## config.mk

```make
export PLATFORM = sky130hd
export DESIGN_NAME = tscb_fifo
export DESIGN_NICKNAME = d
export VERILOG_FILES = /design/src/tscb_pkg.sv /design/src/tscb_fifo.sv
export SDC_FILE = /design/constraint.sdc
export NUM_CORES = 1
export LEC_CHECK = 0
export BUFFER_PORTS_ARGS = -buffer_cell sky130_fd_sc_hd__buf_2
export CORE_UTILIZATION = 50
export CTS_BUF_LIST = sky130_fd_sc_hd__clkbuf_8
export CTS_CLUSTER_DIAMETER = 40
export DETAILED_ROUTE_END_ITERATION = 10
export PLACE_DENSITY = 0.86
export SYNTH_ARGS = -nofsm -noshare
export SYNTH_HDL_FRONTEND = slang
export SYNTH_SLANG_ARGS = --single-unit
export TNS_END_PERCENT = 30
```

## constraint.sdc

```tcl
create_clock -name clk -period 13.4 [get_ports clk]
set_clock_uncertainty 0.2 [all_clocks]
set_input_delay 2.68 -clock clk [delete_from_list [all_inputs] [get_ports clk]]
set_output_delay 2.68 -clock clk [all_outputs]
set_load 0.02 [all_outputs]
```

## src/tscb_pkg.sv

```systemverilog
`timescale 1ns / 1ps
package tscb_pkg;
  localparam int MAX_COLS = 128;
  localparam int MAX_ROWS = 64;
  localparam int DEPTH = MAX_COLS * MAX_ROWS;
  localparam int AW = $clog2(DEPTH);

  typedef enum logic [2:0] {
    CMD_WRITE = 3'd0, CMD_READ = 3'd1, CMD_CLEAR = 3'd2, CMD_MOVE = 3'd3,
    CMD_SCRUP = 3'd4, CMD_SCRDN = 3'd5, CMD_INVERT = 3'd6, CMD_NOP = 3'd7
  } cmd_t;

  localparam logic [1:0] REG_COLUMNS = 2'd0;
  localparam logic [1:0] REG_ROWS = 2'd1;
  localparam logic [1:0] REG_ERASE = 2'd2;

  typedef enum logic [1:0] {OP_NONE, OP_CELL, OP_RECT, OP_INV} op_t;

  // classified work for the back end
  typedef struct packed {
    op_t         op;
    logic        wr;       // cell op: write; rect op: fill (else copy)
    logic        reject;
    logic        backward;
    logic [6:0]  drow;
    logic [7:0]  dcol;
    logic [6:0]  srow;
    logic [7:0]  scol;
    logic [7:0]  h;
    logic [8:0]  w;
    logic        fill2;    // follow with a fill rectangle (scroll)
    logic [6:0]  frow;
    logic [7:0]  fh;
    logic [13:0] cnt;
    logic [15:0] value;
    logic [8:0]  nc;
  } job_t;

  function automatic logic [15:0] swap_colors(input logic [15:0] a);
    swap_colors = (a & 16'h88ff) | ((a & 16'h7000) >> 4) | ((a & 16'h0700) << 4);
  endfunction
endpackage

```

## src/tscb_fifo.sv

```systemverilog
`timescale 1ns / 1ps
module tscb_fifo import tscb_pkg::*; (
  input  logic clk,
  input  logic rst,
  input  logic in_valid,
  output logic in_ready,
  input  job_t in_job,
  output logic out_valid,
  input  logic out_ready,
  output job_t out_job
);
  job_t       slot [2];
  logic [1:0] fill;
  logic       wp, rp;

  assign in_ready = (fill != 2'd2);
  assign out_valid = (fill != 2'd0);
  assign out_job = slot[rp];

  always_ff @(posedge clk) begin
    if (rst) begin
      fill <= '0;
      wp <= 1'b0;
      rp <= 1'b0;
    end else begin
      if (in_valid && in_ready) begin
        slot[wp] <= in_job;
        wp <= !wp;
      end
      if (out_valid && out_ready) rp <= !rp;
      fill <= fill + 2'(in_valid && in_ready) - 2'(out_valid && out_ready);
    end
  end
endmodule

```

Word-level counts from Yosys, hierarchy flattened
Memories as Yosys holds them, arrays and structs flattened. A register that Yosys moved wholly into a read port is not among the register bits.
Index checks and enable logic that the tools add are counted.
- register bits: 4
- bits in writable memories: 214
- input bits: 111
- output and inout port bits: 109
- word-level logic and storage cells: 17
- memories kept: 1
- add/sub/neg operators: 2
- equal/unequal tests: 1
- mux-type cells: 5
- reductions and logical operators: 5
- memory list (name ; words ; bits a word ; rd ports ; clocked after memory_dff ; write ports ; line ; text):
    slot ; 2 ; 107 ; 1 ; 1 ; 1 ; tscb_fifo.sv:12 ; job_t slot [2];
- operator list (operator ; count):
    1-bit 2-to-1 mux ; 5
    2-bit by 1-bit adder with 2-bit output ; 1
    1-bit logical AND ; 2
    1-bit zero test ; 2
    2-bit != test, second input constant ; 1
    2-bit nonzero test ; 1
    2-bit by 1-bit subtractor with 2-bit output ; 1

Logic depth before layout (Yosys ltp)
- word-level depth: 5
- depth in mapped cells: 8
- mapped depth without buffers: 8

Least setup slack after synthesis
OpenSTA, ideal clock, no wires.
- kind: in2reg
- start: in in_valid
- end: mem slot[1][0] (netlist bit), enable pin
- setup time: 728 ps
- arrival time: 10567 ps
- required time: 12472 ps
- path slack: 1905 ps
- stages: 2
- buffers on the path: 0
- cells stage by stage: nand2_1 nor3b_1
- word-level cells in the longest chain between the ends: 4
- ends and longest elaborated chain (what ; line ; text):
    start, declared ; tscb_fifo.sv:5 ; input logic in_valid,
    1-bit logical AND ; tscb_fifo.sv:26 ; if (in_valid && in_ready) begin
    1-bit 2-to-1 mux ; tscb_fifo.sv:26 ;
    1-bit 2-to-1 mux ; tscb_fifo.sv:21 ; if (rst) begin
    1-bit 2-to-1 mux (implied by the code) ; tscb_fifo.sv:27 ; slot[wp] <= in_job;
    end, declared ; tscb_fifo.sv:12 ;
Every way passes these cells.

==> metrics.md <==
| Metric | Value |
|---|---|
| WL per Instance | roughly 17 µm |
| Top-area cell type share of the netlist area | between 70% and 80% |
| Max Cap Viol | 0 |
| Status | finished, final reports clean |
| Fill count | approximately 1100 |
| Most common library cell in the layout ignoring fill and taps | buf_2 |
| Mapped Cells | 358 |
| Clock buffer depth | 3 |
| Register area share after synthesis | approximately four fifths |
| Syn Nets | between 400 and 500 |
| Area added between synthesis and finish | 24.8% |
| Global route overflow | 0 |
| Detailed Route WL | 14500 µm |
| Multiplexer area fraction after synthesis | between 15 and 20% |
| CP arrival | around 2800 ps |
| HPWL Detailed | slightly above 9000 µm |
| Largest family of logic cells by synthesized area | multiplexers |
| Die Width | about 130 µm |
| Hold Path Class | reg2reg |
| Ys flop type | edfxtp_1 |
| Critical Path RT | roughly 11000 ps |
| First-pass GRT wire length | 20800 µm |
| Worst-margin pin slew | 835 ps |
| Resize count post-CTS | 0 |
| Site Rows | 46 |
| Critical Path End Type | primary output |
| Post-Place Worst Slack | between 8000 and 9000 ps |
| Die height | 129 µm |
| Core footprint | 0.0158 mm² |
| Routed vias | between 4000 and 5000 |
| Synth warn | 0 |
| Detailed Routing Iterations Pass 1 | 4 |
| H-tree depth | 2 |
| FF/Latch Area | 0.00653 mm² |
| Routability Congestion | between 0.7 and 0.8 |
| # IOs | 220 |
| Simple-gate portion of the synthesized area | 0.837% |
| Share of layout cells above drive strength 1 | roughly 60% |
| Worst VDD drop | roughly 0.11 mV |
| EDFF count, synth | approximately 210 |
| Vias in the first global route | ~4300 |
| Yosys reg bits | 219 |
| Area contributors post-synth | edfxtp_1 80%, mux2_2 11%, mux2_4 5.6% |
| Ant diodes | 0 |
| Die area | approximately 0.017 mm² |
| Residual DRC count | 0 |
| Slew headroom | between 40 and 50% |
| Postcts setup bufs | 0 |
| Most frequent cells in the layout | 219 x buf_2, 214 x edfxtp_1, 78 x mux2_2 |
| Total power per unit cell area | roughly 190 mW/mm² |
| Slew Viols, Final | 0 |
| CTS root buffer | clkbuf_8 |
| FMAX | around 180 MHz |
| CTS tree | built |
| Leakage power summed over all cells | approximately 3.8 nW |
| TritonCTS buffer count | 37 |
| GRT Util Overall | ~17% |
| Initial antenna violation count | 1 |
| CP Max Fanout | 60 |
| Hold bufs inserted after CTS | 0 |
| Count of cell types in the netlist | 19 |
| Setup TNS | 0 ps |
| Tot Pwr | ~0.0019 W |
| Yosys top cell by area | edfxtp_1 |
| Flop2flop setup slack | about 11000 ps |
| Async SR Flop Fraction | 0% |
| Startpoint type of the worst setup path | flop |
| Post-Syn Area | between 0.008 and 0.009 mm² |
| XOR/XNOR Fraction of Synth Area | less than 1% |
| RSZ-0062 raised after global routing | no |
| Setup Viol. Count Final | 0 |
| Crit Path Class | reg2out |
| Worst skew pair latency | about 500 ps |
| Reg clk slew, reported paths | 60 ps |
| Avg Cell Area, Syn | roughly 23 µm² |
| CTS Sinks | approximately 220 |
| Final Hold Viols | 0 |
| DRT antenna net count | 0 |
| Initial Utilization | just over 50% |
| Compound-cell area share of the yosys netlist | 0.0931% |
| Final Cycle Share | 42.2% |
| Area of the multi-input gates | around 0.0015 mm² |
| Drt initial violations | roughly 260 |
| Final worst slack | around 7700 ps |
| Largest net degree at the start of global routing | just over 60 |
| NumNets Final | a little over 700 |
| Vias/cell | approximately 4.9 |
| Tmin final | approximately 5700 ps |
| Synth Area in Adders | less than 1% |
| Port bufs | 219 |
worst max-delay path: stages (launching register included):
cell	delay (ps)
dfxtp_4	800
buf_4	750
mux2_2	430
buf_2	160
power by group:
part	total, W	internal [W]	switching, W
logic	0.000473	0.000208	0.000265
registers	0.000868	0.000827	0.0000403
clock network	0.000531	0.000288	0.000243
total	0.00187	0.00132	0.000548
area by class of cell:
type	instances	area share (%)
Multi-Input combinational cell	126	14.5
Clock buffer	39	5.33
Sequential cell	219	64.9
Timing Repair Buffer	224	11.3
Clock inverter	27	1.37
Tap cell	216	2.68
Inverter	1	0.0373
stage by stage:
| stage | cells | hold WS [ps] | util (%) | area (µm²) |
|---|---|---|---|---|
| 5_1_grt | 852 | 370 | 63.6 | 10100 |
| 6_report | 852 | 335 | 63.6 | 10100 |
| 2_1_floorplan | 358 | 281 | - | 8070 |
| 4_1_cts | 852 | 325 | 63.6 | 10100 |
| 3_3_place_gp | 786 | 304 | 59.4 | 9390 |
| 3_5_place_dp | 786 | 319 | 59.4 | 9390 |
per-layer routing:
layer / track usage [%] / vias up / wire length (µm)
li1: - / 1933 / -
met1: 18.4 / 2048 / 5440
met2: 28.8 / 204 / 7410
met3: 5.82 / 29 / 1290
met4: 8.10 / 2 / 318
met5: 0 / - / 13
synth_stat cells (2+ instances only):
| cell | number |
|---|---|
| mux2_4 | 30 |
| nor2_1 | 4 |
| buf_6 | 5 |
| nor2b_1 | 2 |
| mux2_2 | 78 |
| nor3_1 | 2 |
| dfxtp_1 | 5 |
| ha_1 | 2 |
| edfxtp_1 | 214 |
| buf_2 | 7 |
state kept, by name, summed over array words and instances, names as in the netlist, named ones only:
name  flops
wp        1
fill      2
slot    214
rp        1
logic make-up (layout without fill, tap and decap cells):
family | Yosys count | count (layout)
simple gates | 13 | 13
flops | 219 | 219
xor+xnor | 2 | 2
buf+inv | 13 | 291
mux | 108 | 108
fa+ha+maj | 2 | 2
compound gates | 1 | 1
path summary, 6_finish.rpt:
check / endpoint / cells after the start / startpoint
hold / removal: flop / 2 / rp
setup reg to reg: slot[1][79] / 4 / fill[0]
hold reg to reg: flop / 2 / rp
setup / recovery: out_job[31] / 3 / flop
Note: power is estimated with default switching activity, not from simulation.
