<file path="src/tscb_pkg.sv">
`timescale 1ns / 1ps
package tscb_pkg;
  localparam int MAX_COLS = 128;
  localparam int MAX_ROWS = 64;
  localparam int DEPTH = MAX_COLS * MAX_ROWS;
  localparam int AW = $clog2(DEPTH);

  typedef enum logic [2:0] {
    CMD_WRITE = 3'd0, CMD_READ = 3'd1, CMD_CLEAR = 3'd2, CMD_MOVE = 3'd3,
    CMD_SCRUP = 3'd4, CMD_SCRDN = 3'd5, CMD_INVERT = 3'd6, CMD_NOP = 3'd7
  } cmd_t;

  localparam logic [1:0] REG_COLUMNS = 2'd0;
  localparam logic [1:0] REG_ROWS = 2'd1;
  localparam logic [1:0] REG_ERASE = 2'd2;

  typedef enum logic [1:0] {OP_NONE, OP_CELL, OP_RECT, OP_INV} op_t;

  // classified work for the back end
  typedef struct packed {
    op_t         op;
    logic        wr;       // cell op: write; rect op: fill (else copy)
    logic        reject;
    logic        backward;
    logic [6:0]  drow;
    logic [7:0]  dcol;
    logic [6:0]  srow;
    logic [7:0]  scol;
    logic [7:0]  h;
    logic [8:0]  w;
    logic        fill2;    // follow with a fill rectangle (scroll)
    logic [6:0]  frow;
    logic [7:0]  fh;
    logic [13:0] cnt;
    logic [15:0] value;
    logic [8:0]  nc;
  } job_t;

  function automatic logic [15:0] swap_colors(input logic [15:0] a);
    swap_colors = (a & 16'h88ff) | ((a & 16'h7000) >> 4) | ((a & 16'h0700) << 4);
  endfunction
endpackage

</file>
<file path="src/tscb_if.sv">
`timescale 1ns / 1ps
interface tscb_cmd_if;
  logic       valid;
  logic       ready;
  logic [2:0] cmd;
  logic [5:0] row;
  logic [6:0] col;
  logic [5:0] src_row;
  logic [6:0] src_col;
  logic [6:0] height;
  logic [7:0] width;
  logic [13:0] count;
  logic [15:0] value;
  modport source(output valid, cmd, row, col, src_row, src_col, height, width, count,
                 value, input ready);
  modport sink(input valid, cmd, row, col, src_row, src_col, height, width, count,
               value, output ready);
endinterface


</file>
<file path="src/tscb_front.sv">
`timescale 1ns / 1ps
module tscb_front import tscb_pkg::*; (
  input  logic       clk,
  input  logic       rst,
  tscb_cmd_if.sink   cmd_in,
  input  logic [7:0] columns,
  input  logic [6:0] rows,
  output logic       job_valid,
  input  logic       job_ready,
  output job_t       job
);
  logic [8:0] nc;
  logic [7:0] nr;
  logic [7:0] lines;
  logic [15:0] start;
  logic [15:0] total;
  logic [14:0] run_end;
  job_t j;
  logic       have;
  logic       in_cell, d_in, s_in;

  assign nc = (columns > 8'(MAX_COLS)) ? 9'(MAX_COLS) : {1'b0, columns};
  assign nr = (rows > 7'(MAX_ROWS)) ? 8'(MAX_ROWS) : {1'b0, rows};

  // start cell index; one multiply of a 6-bit row by a 9-bit column count, registered by the holding stage
  assign start = 16'(cmd_in.row) * 16'(nc) + 16'(cmd_in.col);
  assign total = 16'(nr) * 16'(nc);
  assign run_end = 15'(start) + 15'(cmd_in.count);
  assign lines = (15'(cmd_in.count) > 15'(nr)) ? nr : 8'(cmd_in.count);
  assign in_cell = (8'(cmd_in.row) < nr) && (9'(cmd_in.col) < nc);
  assign d_in = (8'(cmd_in.row) + 8'(cmd_in.height) <= nr) &&
                (9'(cmd_in.col) + 9'(cmd_in.width) <= nc);
  assign s_in = (8'(cmd_in.src_row) + 8'(cmd_in.height) <= nr) &&
                (9'(cmd_in.src_col) + 9'(cmd_in.width) <= nc);

  always_comb begin
    j = '0;
    j.drow = 7'(cmd_in.row);
    j.dcol = 8'(cmd_in.col);
    j.srow = 7'(cmd_in.src_row);
    j.scol = 8'(cmd_in.src_col);
    j.h = 8'(cmd_in.height);
    j.w = 9'(cmd_in.width);
    j.cnt = cmd_in.count;
    j.value = cmd_in.value;
    j.nc = nc;
    j.backward = !((cmd_in.row < cmd_in.src_row) ||
                   (cmd_in.row == cmd_in.src_row && cmd_in.col < cmd_in.src_col));
    case (cmd_t'(cmd_in.cmd))
      CMD_WRITE, CMD_READ: begin
        j.op = OP_CELL;
        j.wr = (cmd_in.cmd == CMD_WRITE);
        j.reject = !in_cell;
      end
      CMD_CLEAR: begin
        if (cmd_in.height != 0 && cmd_in.width != 0) begin
          j.reject = !d_in;
          j.op = d_in ? OP_RECT : OP_NONE;
          j.wr = 1'b1;
          j.frow = 7'(cmd_in.row);
        end
      end
      CMD_MOVE: begin
        if (cmd_in.height != 0 && cmd_in.width != 0) begin
          j.reject = !(d_in && s_in);
          j.op = (d_in && s_in) ? OP_RECT : OP_NONE;
        end
      end
      CMD_SCRUP, CMD_SCRDN: begin
        if (cmd_in.count != 0 && nr != 0 && nc != 0) begin
          j.op = OP_RECT;
          j.h = nr - lines;
          j.w = nc;
          j.dcol = '0;
          j.scol = '0;
          j.fill2 = 1'b1;
          j.fh = lines;
          if (cmd_in.cmd == CMD_SCRUP) begin
            j.srow = 7'(lines);
            j.drow = '0;
            j.backward = 1'b0;
            j.frow = 7'(nr - lines);
          end else begin
            j.srow = '0;
            j.drow = 7'(lines);
            j.backward = 1'b1;
            j.frow = '0;
          end
        end
      end
      CMD_INVERT: begin
        if (cmd_in.count != 0) begin
          if (!in_cell || 16'(run_end) > total) begin
            j.reject = 1'b1;
          end else begin
            j.op = OP_INV;
            j.dcol = '0;
            j.drow = '0;
            j.value = start;
          end
        end
      end
      default: ;
    endcase
  end

  // single-entry holding stage into the queue
  assign cmd_in.ready = !have || job_ready;
  assign job_valid = have;

  always_ff @(posedge clk) begin
    if (rst) begin
      have <= 1'b0;
    end else begin
      if (cmd_in.valid && cmd_in.ready) begin
        have <= 1'b1;
        job <= j;
      end else if (job_ready) begin
        have <= 1'b0;
      end
    end
  end
endmodule

</file>
<file path="src/flat_wrapper.sv">
// flat-port wrapper written by rule: the top's interface ports become plain ports
module tscb_front_flat import tscb_pkg::*;
  (clk, rst, columns, rows, job_valid, job_ready, job, cmd_in_valid, cmd_in_cmd, cmd_in_row, cmd_in_col, cmd_in_src_row, cmd_in_src_col, cmd_in_height, cmd_in_width, cmd_in_count, cmd_in_value, cmd_in_ready);
  tscb_cmd_if cmd_in_i ();
  input  logic clk;
  input  logic rst;
  input  logic [7:0] columns;
  input  logic [6:0] rows;
  output logic job_valid;
  input  logic job_ready;
  output job_t job;
  input wire logic [$bits(cmd_in_i.valid)-1:0] cmd_in_valid;
  input wire logic [$bits(cmd_in_i.cmd)-1:0] cmd_in_cmd;
  input wire logic [$bits(cmd_in_i.row)-1:0] cmd_in_row;
  input wire logic [$bits(cmd_in_i.col)-1:0] cmd_in_col;
  input wire logic [$bits(cmd_in_i.src_row)-1:0] cmd_in_src_row;
  input wire logic [$bits(cmd_in_i.src_col)-1:0] cmd_in_src_col;
  input wire logic [$bits(cmd_in_i.height)-1:0] cmd_in_height;
  input wire logic [$bits(cmd_in_i.width)-1:0] cmd_in_width;
  input wire logic [$bits(cmd_in_i.count)-1:0] cmd_in_count;
  input wire logic [$bits(cmd_in_i.value)-1:0] cmd_in_value;
  output wire logic [$bits(cmd_in_i.ready)-1:0] cmd_in_ready;
  assign cmd_in_i.valid = cmd_in_valid;
  assign cmd_in_i.cmd = cmd_in_cmd;
  assign cmd_in_i.row = cmd_in_row;
  assign cmd_in_i.col = cmd_in_col;
  assign cmd_in_i.src_row = cmd_in_src_row;
  assign cmd_in_i.src_col = cmd_in_src_col;
  assign cmd_in_i.height = cmd_in_height;
  assign cmd_in_i.width = cmd_in_width;
  assign cmd_in_i.count = cmd_in_count;
  assign cmd_in_i.value = cmd_in_value;
  assign cmd_in_ready = cmd_in_i.ready;
  tscb_front u_core (.clk(clk), .rst(rst), .cmd_in(cmd_in_i), .columns(columns), .rows(rows), .job_valid(job_valid), .job_ready(job_ready), .job(job));
endmodule
</file>
<file path="config.mk">
export PLATFORM = sky130hd
export DESIGN_NAME = tscb_front_flat
export DESIGN_NICKNAME = d
export VERILOG_FILES = /design/src/tscb_pkg.sv /design/src/tscb_if.sv /design/src/tscb_front.sv /design/src/flat_wrapper.sv
export SDC_FILE = /design/constraint.sdc
export NUM_CORES = 1
export LEC_CHECK = 0
export ABC_AREA = 0
export BUFFER_PORTS_ARGS = -buffer_cell sky130_fd_sc_hd__buf_2
export CORE_AREA = 4 4 199 201
export DETAILED_ROUTE_END_ITERATION = 8
export DIE_AREA = 0 0 203 205
export GPL_ROUTABILITY_DRIVEN = 1
export PLACE_DENSITY_LB_ADDON = 0.12
export SYNTH_ARGS = -nofsm -noshare
export SYNTH_HDL_FRONTEND = slang
export SYNTH_SLANG_ARGS = --single-unit
</file>
<file path="constraint.sdc">
create_clock -name clk -period 25.9 [get_ports clk]
set_input_delay 5.18 -clock clk [delete_from_list [all_inputs] [get_ports clk]]
set_output_delay 5.18 -clock clk [all_outputs]
set_load 0.02 [all_outputs]
</file>
* After elaboration in Yosys (flattened, before gate mapping)
Index checks and enable logic that the tools add are counted.
** Word-level totals
- Register bits after elaboration :: 108
- Latch bits :: 0
- Memory bits (writable) :: 0
- Bits in read-only memories :: 0
- Input port bits :: 93
- Word-level logic and storage cells :: 111
- Memories kept :: 0
** Cells by class
- Add/subtract/negate cells :: 7
- Multiply operators :: 2
- Div/mod/pow operators :: 0
- Order comparisons :: 12
- Equality and inequality tests :: 7
- Shifts and indexed selects :: 0
- Multiplexer cells :: 32
- Bitwise logic cells :: 1
- Reductions and logical operators :: 29
** Operators with widths (number)
- 2-to-1 mux 64 bit :: 1
- 2-to-1 mux 16 bit :: 3
- 2-to-1 mux 32 bit :: 1
- case mux 15 bit (2 select lines) :: 1
- 2-to-1 mux 8 bit :: 3
- 2-to-1 mux 7 bit :: 3
- adder 7 x 8 -> 9 bit :: 2
- <= comparator 9 bit :: 2
- adder 15 x 7 -> 16 bit :: 1
- adder 6 x 7 -> 8 bit :: 2
- > comparator 15 x 16 -> 1 bit :: 1
- <= comparator 8 bit :: 2
- multiplier 8 x 9 -> 16 bit :: 1
- nonzero test 8 bit :: 2
- adder 15 x 14 -> 15 bit :: 1
- multiplier 6 x 9 -> 15 bit :: 1
- 2-to-1 mux 15 bit :: 1
- > comparator 14 x 8 -> 1 bit :: 1
- 2-to-1 mux 14 bit :: 1
- case mux 7 bit (2 select lines) :: 1
- nonzero test 14 bit :: 1
- 2-to-1 mux 2 bit :: 6
- case mux 2 bit (5 select lines) :: 1
- == test 3 bit, second input constant :: 3
- 26 further kinds :: 48

* Logic depth before layout (Yosys ltp)
- Depth in word-level cells :: 10
- Depth in mapped cells :: 38

* Worst setup path before layout
OpenSTA, ideal clock, no wires.
- Path kind :: input-to-reg
- From :: in job_ready
- To :: reg, netlist name u_core.job[0]
- Library setup time :: 714 ps
- Arrival :: 12694 ps
- Setup slack :: 12492 ps
- Stages on the path :: 2
- Path buffers :: 0
- Path through :: nor2b_1 -> nor3b_1
** On the way
- Cells in the longest elaborated chain, start to end :: 3
** Ends and longest elaborated chain
- from (decl) :: RTL line flat_wrapper.sv:10 : input logic job_ready;
- logical OR 1 bit :: RTL line tscb_front.sv:108 : assign cmd_in.ready = !have || job_ready;
- logical AND 1 bit :: RTL line tscb_front.sv:115 : if (cmd_in.valid && cmd_in.ready) begin
- AND reduction 2 bit (no line)
Every way passes these cells.
A chain may end at the register's enable or synchronous reset.

==> summary by stage <==
Layout
In the layout the commonest cells are ha_1 (197), buf_2 (197), inv_1 (127). The fraction of layout cells with a size suffix above 1 is 0.1725. Summing all non-filler instances in the final layout gives an area of around 13,000 um^2. After the last flow step, the layout net total stands at 1,702. The layout-stage area growth over the synthesis result is 16.31%.

Global route
The overall track demand over capacity in global routing is 0.1794. The maximum number of pins on one net before global-route repair is 66. The initial antenna violation count is 2. The leftover overflow at the end of global routing is 0. The via count of the first global-routing pass was 9,017. The first global-routing pass estimated 56.11 mm of wire.

Setup path
STA classifies the critical path startpoint as an input port. The worst setup path is of the in -> reg kind. The worst flop-to-flop path endpoint is u_core.job[99]$_DFFE_PP_. The largest stage delay on the critical path is 0.53 ns. The data required time of the critical path is about 26 ns. The data arrival time of the critical path is 14.24 ns. The library cell contributing the largest single delay on the critical path is fa_1.

In this run the critical register-to-register path is launched from u_core.job_valid$_SDFFE_PP0P_. The most common cell type on the critical path is inv_1. The logic depth of the worst register-to-register path is 4.

The cell family contributing the most delay on the critical path is adder cells. The reg-to-reg setup timing slack is between 20 and 25 ns. In this run the worst path has a maximum fanout of 22. The critical path crosses 36 cells after its start point.

STA classifies the critical path endpoint as a flop. The critical path contains buffers and inverters numbering 8 combined.

CTS
Gates resized during post-CTS repair numbered 0. After clock tree synthesis, the clock-pin slew on the worst setup and hold paths is ~0.070 ns. The largest buffer count on any clock path is 2. The clock net in this run drives a total of 104 sinks. The maximum level of the CTS H-tree is 3. The number of buffers inserted during clock tree synthesis is 9. Once the clock tree was built, the setup fixing pass inserted 0 buffers. Clock latency on the worst-skew pair, taken at its later pin, is 0.38 ns. TritonCTS built the clock tree.

The tree is rooted in a clkbuf_16. The count of hold buffers inserted by post-cts repair is 0.

Drt
The detailed router put a total of roughly 18 mm of wire on met1. The uppermost metal layer occupied by signal nets is met5. In the routed design, unresolved DRC markers number 0.

In the detailed route, the total length drawn on met2 is 17.02 mm. The starting DRC count in detailed routing is between 600 and 700. The routed via count divided by cell count is 4.861. The final route contains 9,056 vias. The average routed wire per standard cell is 20.23 um. The aggregate routed wire length is 37.68 mm. The pre-antenna-repair detailed-routing pass consisted of 5 iterations. In this run the remaining antenna-violating nets after routing total 0. After detailed routing, the met3 layer carries approximately 1.7 mm of wire.

Yosys
In the synthesized netlist, the number of instances is between 1,000 and 1,500. The cell area after synthesis is ~11,000 um^2. The synthesized design contains 104 register bits. The yosys synthesis warning count is 0. The number of enable flip-flop cells after synthesis is 103. Among all flip-flop cells after synthesis, the most frequent one is edfxtp_1. In the synthesized netlist the async set-or-reset flop fraction comes to 0. The sequential-to-total area share from yosys stat is 0.2763. The count of different cell masters after synthesis is between 60 and 70. The average instance in the mapped netlist occupies roughly 9.7 um^2.

Min path
The instance count along the most critical hold path is 3. The path with the worst hold slack has its endpoint at u_core.job_valid$_SDFFE_PP0P_. The class of the tightest hold or removal check is reg -> reg.

The worst min-delay path startpoint is u_core.job_valid$_SDFFE_PP0P_.

Power
The overall power is 724.0 uW. The worst-case vdd ir drop is ~0.037 mV. The internal power summed over all cells is around 430 uW.

The combinational fraction of design power is 0.525. The net switching share of the total power is 0.4074. The share of total power dissipated in the clock network is 0.200. For this design the ratio of total power to cell area is 55.24 nW/um^2. In this run the static leakage power is 6.158 nW. The net switching power of the design is 294.9 uW. The share of total power dissipated in sequential elements is 0.276.

STA
The number of pins with negative max-slew slack in the final report was 0. The worst hold margin is 0.6332 ns. Dividing the final minimum period by the clock period gives 0.5448. Setup repair after global routing left no endpoint under its margin. The hold violation count in the final report is 0.

The final-report setup violation count is 0. For the pin with the worst max-slew slack, the measured transition is between 1 and 1.5 ns. For this run, the top clock speed supported by timing is 0.07086 GHz.

The worst setup slack after layout is 11.79 ns. Headroom to the max-slew limit came out at 0.2114. Subtracting the final worst setup slack from the clock period gives approximately 14 ns. Between clock sinks in the finished design, the worst skew comes to roughly 0.0077 ns. Adding up every negative setup slack in the final design gives 0 ns.

Floorplan
The floorplan step defined a die boundary enclosing 41,620 um^2. The total area inside the core boundary comes to 37,580 um^2. The floorplan step set the die width to 203 um. For this configuration, the core starts out at a cell density of 0.2999. Pin placement for this block handled 202 I/O pins.

The floorplan has 71 rows. The die is 205 um tall.

Placement
The final HPWL from detailed placement is 30.25 mm. After detailed placement, the total cell area comes to ~13,000 um^2. The global placement routability congestion is 0.8459. Prior to clock tree synthesis, the placed netlist has a worst setup slack of approximately 11 ns.

The count of buffers inserted at the top-level ports is 197.

Run status
The flow ran to the end, and the final reports show no timing, DRC or antenna violations.

Flow run
Across the run, the number of max-cap violations was 0.
[synth_stat cells (2+ instances only)]
cell,number,share of area
nand3_1,13,0.0058
inv_1,127,0.042
ha_1,197,0.22
clkinv_1,7,0.0023
mux2_2,8,0.0080
and4_1,4,0.0031
or3_1,2,0.0011
o21ai_0,42,0.019
nor3_1,22,0.0098
nand2_1,107,0.036
o221ai_1,2,0.0016
xnor2_1,41,0.032
o22ai_1,12,0.0067
nor3b_1,2,0.0013
a22o_1,5,0.0039
mux2i_1,8,0.0071
and2_1,34,0.019
nand2b_1,6,0.0033
fa_1,64,0.11
nand4_1,9,0.0050
buf_1,6,0.0020
clkbuf_1,16,0.0053
buf_4,6,0.0040
or2_2,3,0.0017
mux2_1,10,0.010
o21bai_1,14,0.0093
nor4_1,7,0.0039
edfxtp_1,103,0.27
or4_1,4,0.0027
o41ai_1,2,0.0016
o21a_1,9,0.0060
o211ai_1,4,0.0027
nor2b_1,22,0.012
a21o_1,29,0.019
and3_1,6,0.0033
a21oi_1,60,0.027
nor2_1,86,0.029
a211oi_1,11,0.0073
xor2_1,20,0.016
a31oi_1,4,0.0022
[metrics by stage]
step | instances | util
2_1_floorplan | 1164 | -
3_3_place_gp | 1848 | 0.3412
3_5_place_dp | 1848 | 0.3412
4_1_cts | 1862 | 0.3487
5_1_grt | 1863 | 0.3488
6_report | 1863 | 0.3488
[routing by layer]
metal	vias up	global-route usage
met4	2	0.04728
met1	4386	0.2547
met3	37	0.03150
li1	4419	-
met5	-	0
met2	212	0.2835
[worst max path at each step]
stage,from,end,slack (ns)
finish,columns[7],u_core.job[12]$_DFFE_PP_,11.79
global placement,columns[7],u_core.job[12]$_DFFE_PP_,11.69
detailed placement,columns[7],u_core.job[12]$_DFFE_PP_,11.48
global route,columns[7],u_core.job[12]$_DFFE_PP_,11.26
CTS,columns[7],u_core.job[12]$_DFFE_PP_,11.85
floorplan,job_ready,u_core.job[0]$_DFFE_PP_,12.49
[worst register-to-register path, stage by stage (launching register included)]
cell     delay [ns]
dfxtp_1        0.31
nor2b_1        0.15
nor3b_2        0.16
buf_4          0.54
buf_4          0.82
[state kept, by name (all words and copies together) (netlist names)]
signal,cells
u_core.job,103
u_core.job_valid,1
[power groups by stage]
stage          Combinational, mW  Sequential, mW  Clock [mW]
6_report                   0.380           0.200       0.145
5_1_grt                    0.428           0.200       0.156
4_1_cts                    0.384           0.200       0.151
3_5_place_dp               0.381           0.204           0
3_3_place_gp               0.380           0.204           0
2_1_floorplan              0.263           0.215           0
[kinds of logic (layout without fill, tap and decap cells)]
| family | Yosys count | in the layout | synth area share |
|---|---|---|---|
| simple gates | 331 | 331 | 0.1395 |
| xor+xnor | 61 | 61 | 0.04741 |
| other cells | 1 | 6 | 0.0003328 |
| mux | 26 | 26 | 0.02510 |
| buf+inv | 164 | 351 | 0.05741 |
| flops | 104 | 104 | 0.2763 |
| compound gates | 212 | 212 | 0.1216 |
| fa+ha+maj | 261 | 261 | 0.3324 |
[final cells by class]
class                           instances  area (um^2)
Sequential cell                       104         3113
Clock buffer                           10        229.0
Inverter                              134        503.0
Timing Repair Buffer                  203         1031
Clock inverter                          4        55.05
Antenna cell                            1        2.502
Tap cell                              511        639.4
Multi-Input combinational cell        896         7533
Fill cell                            3986        24470
Power figures use the tool's default switching activity.
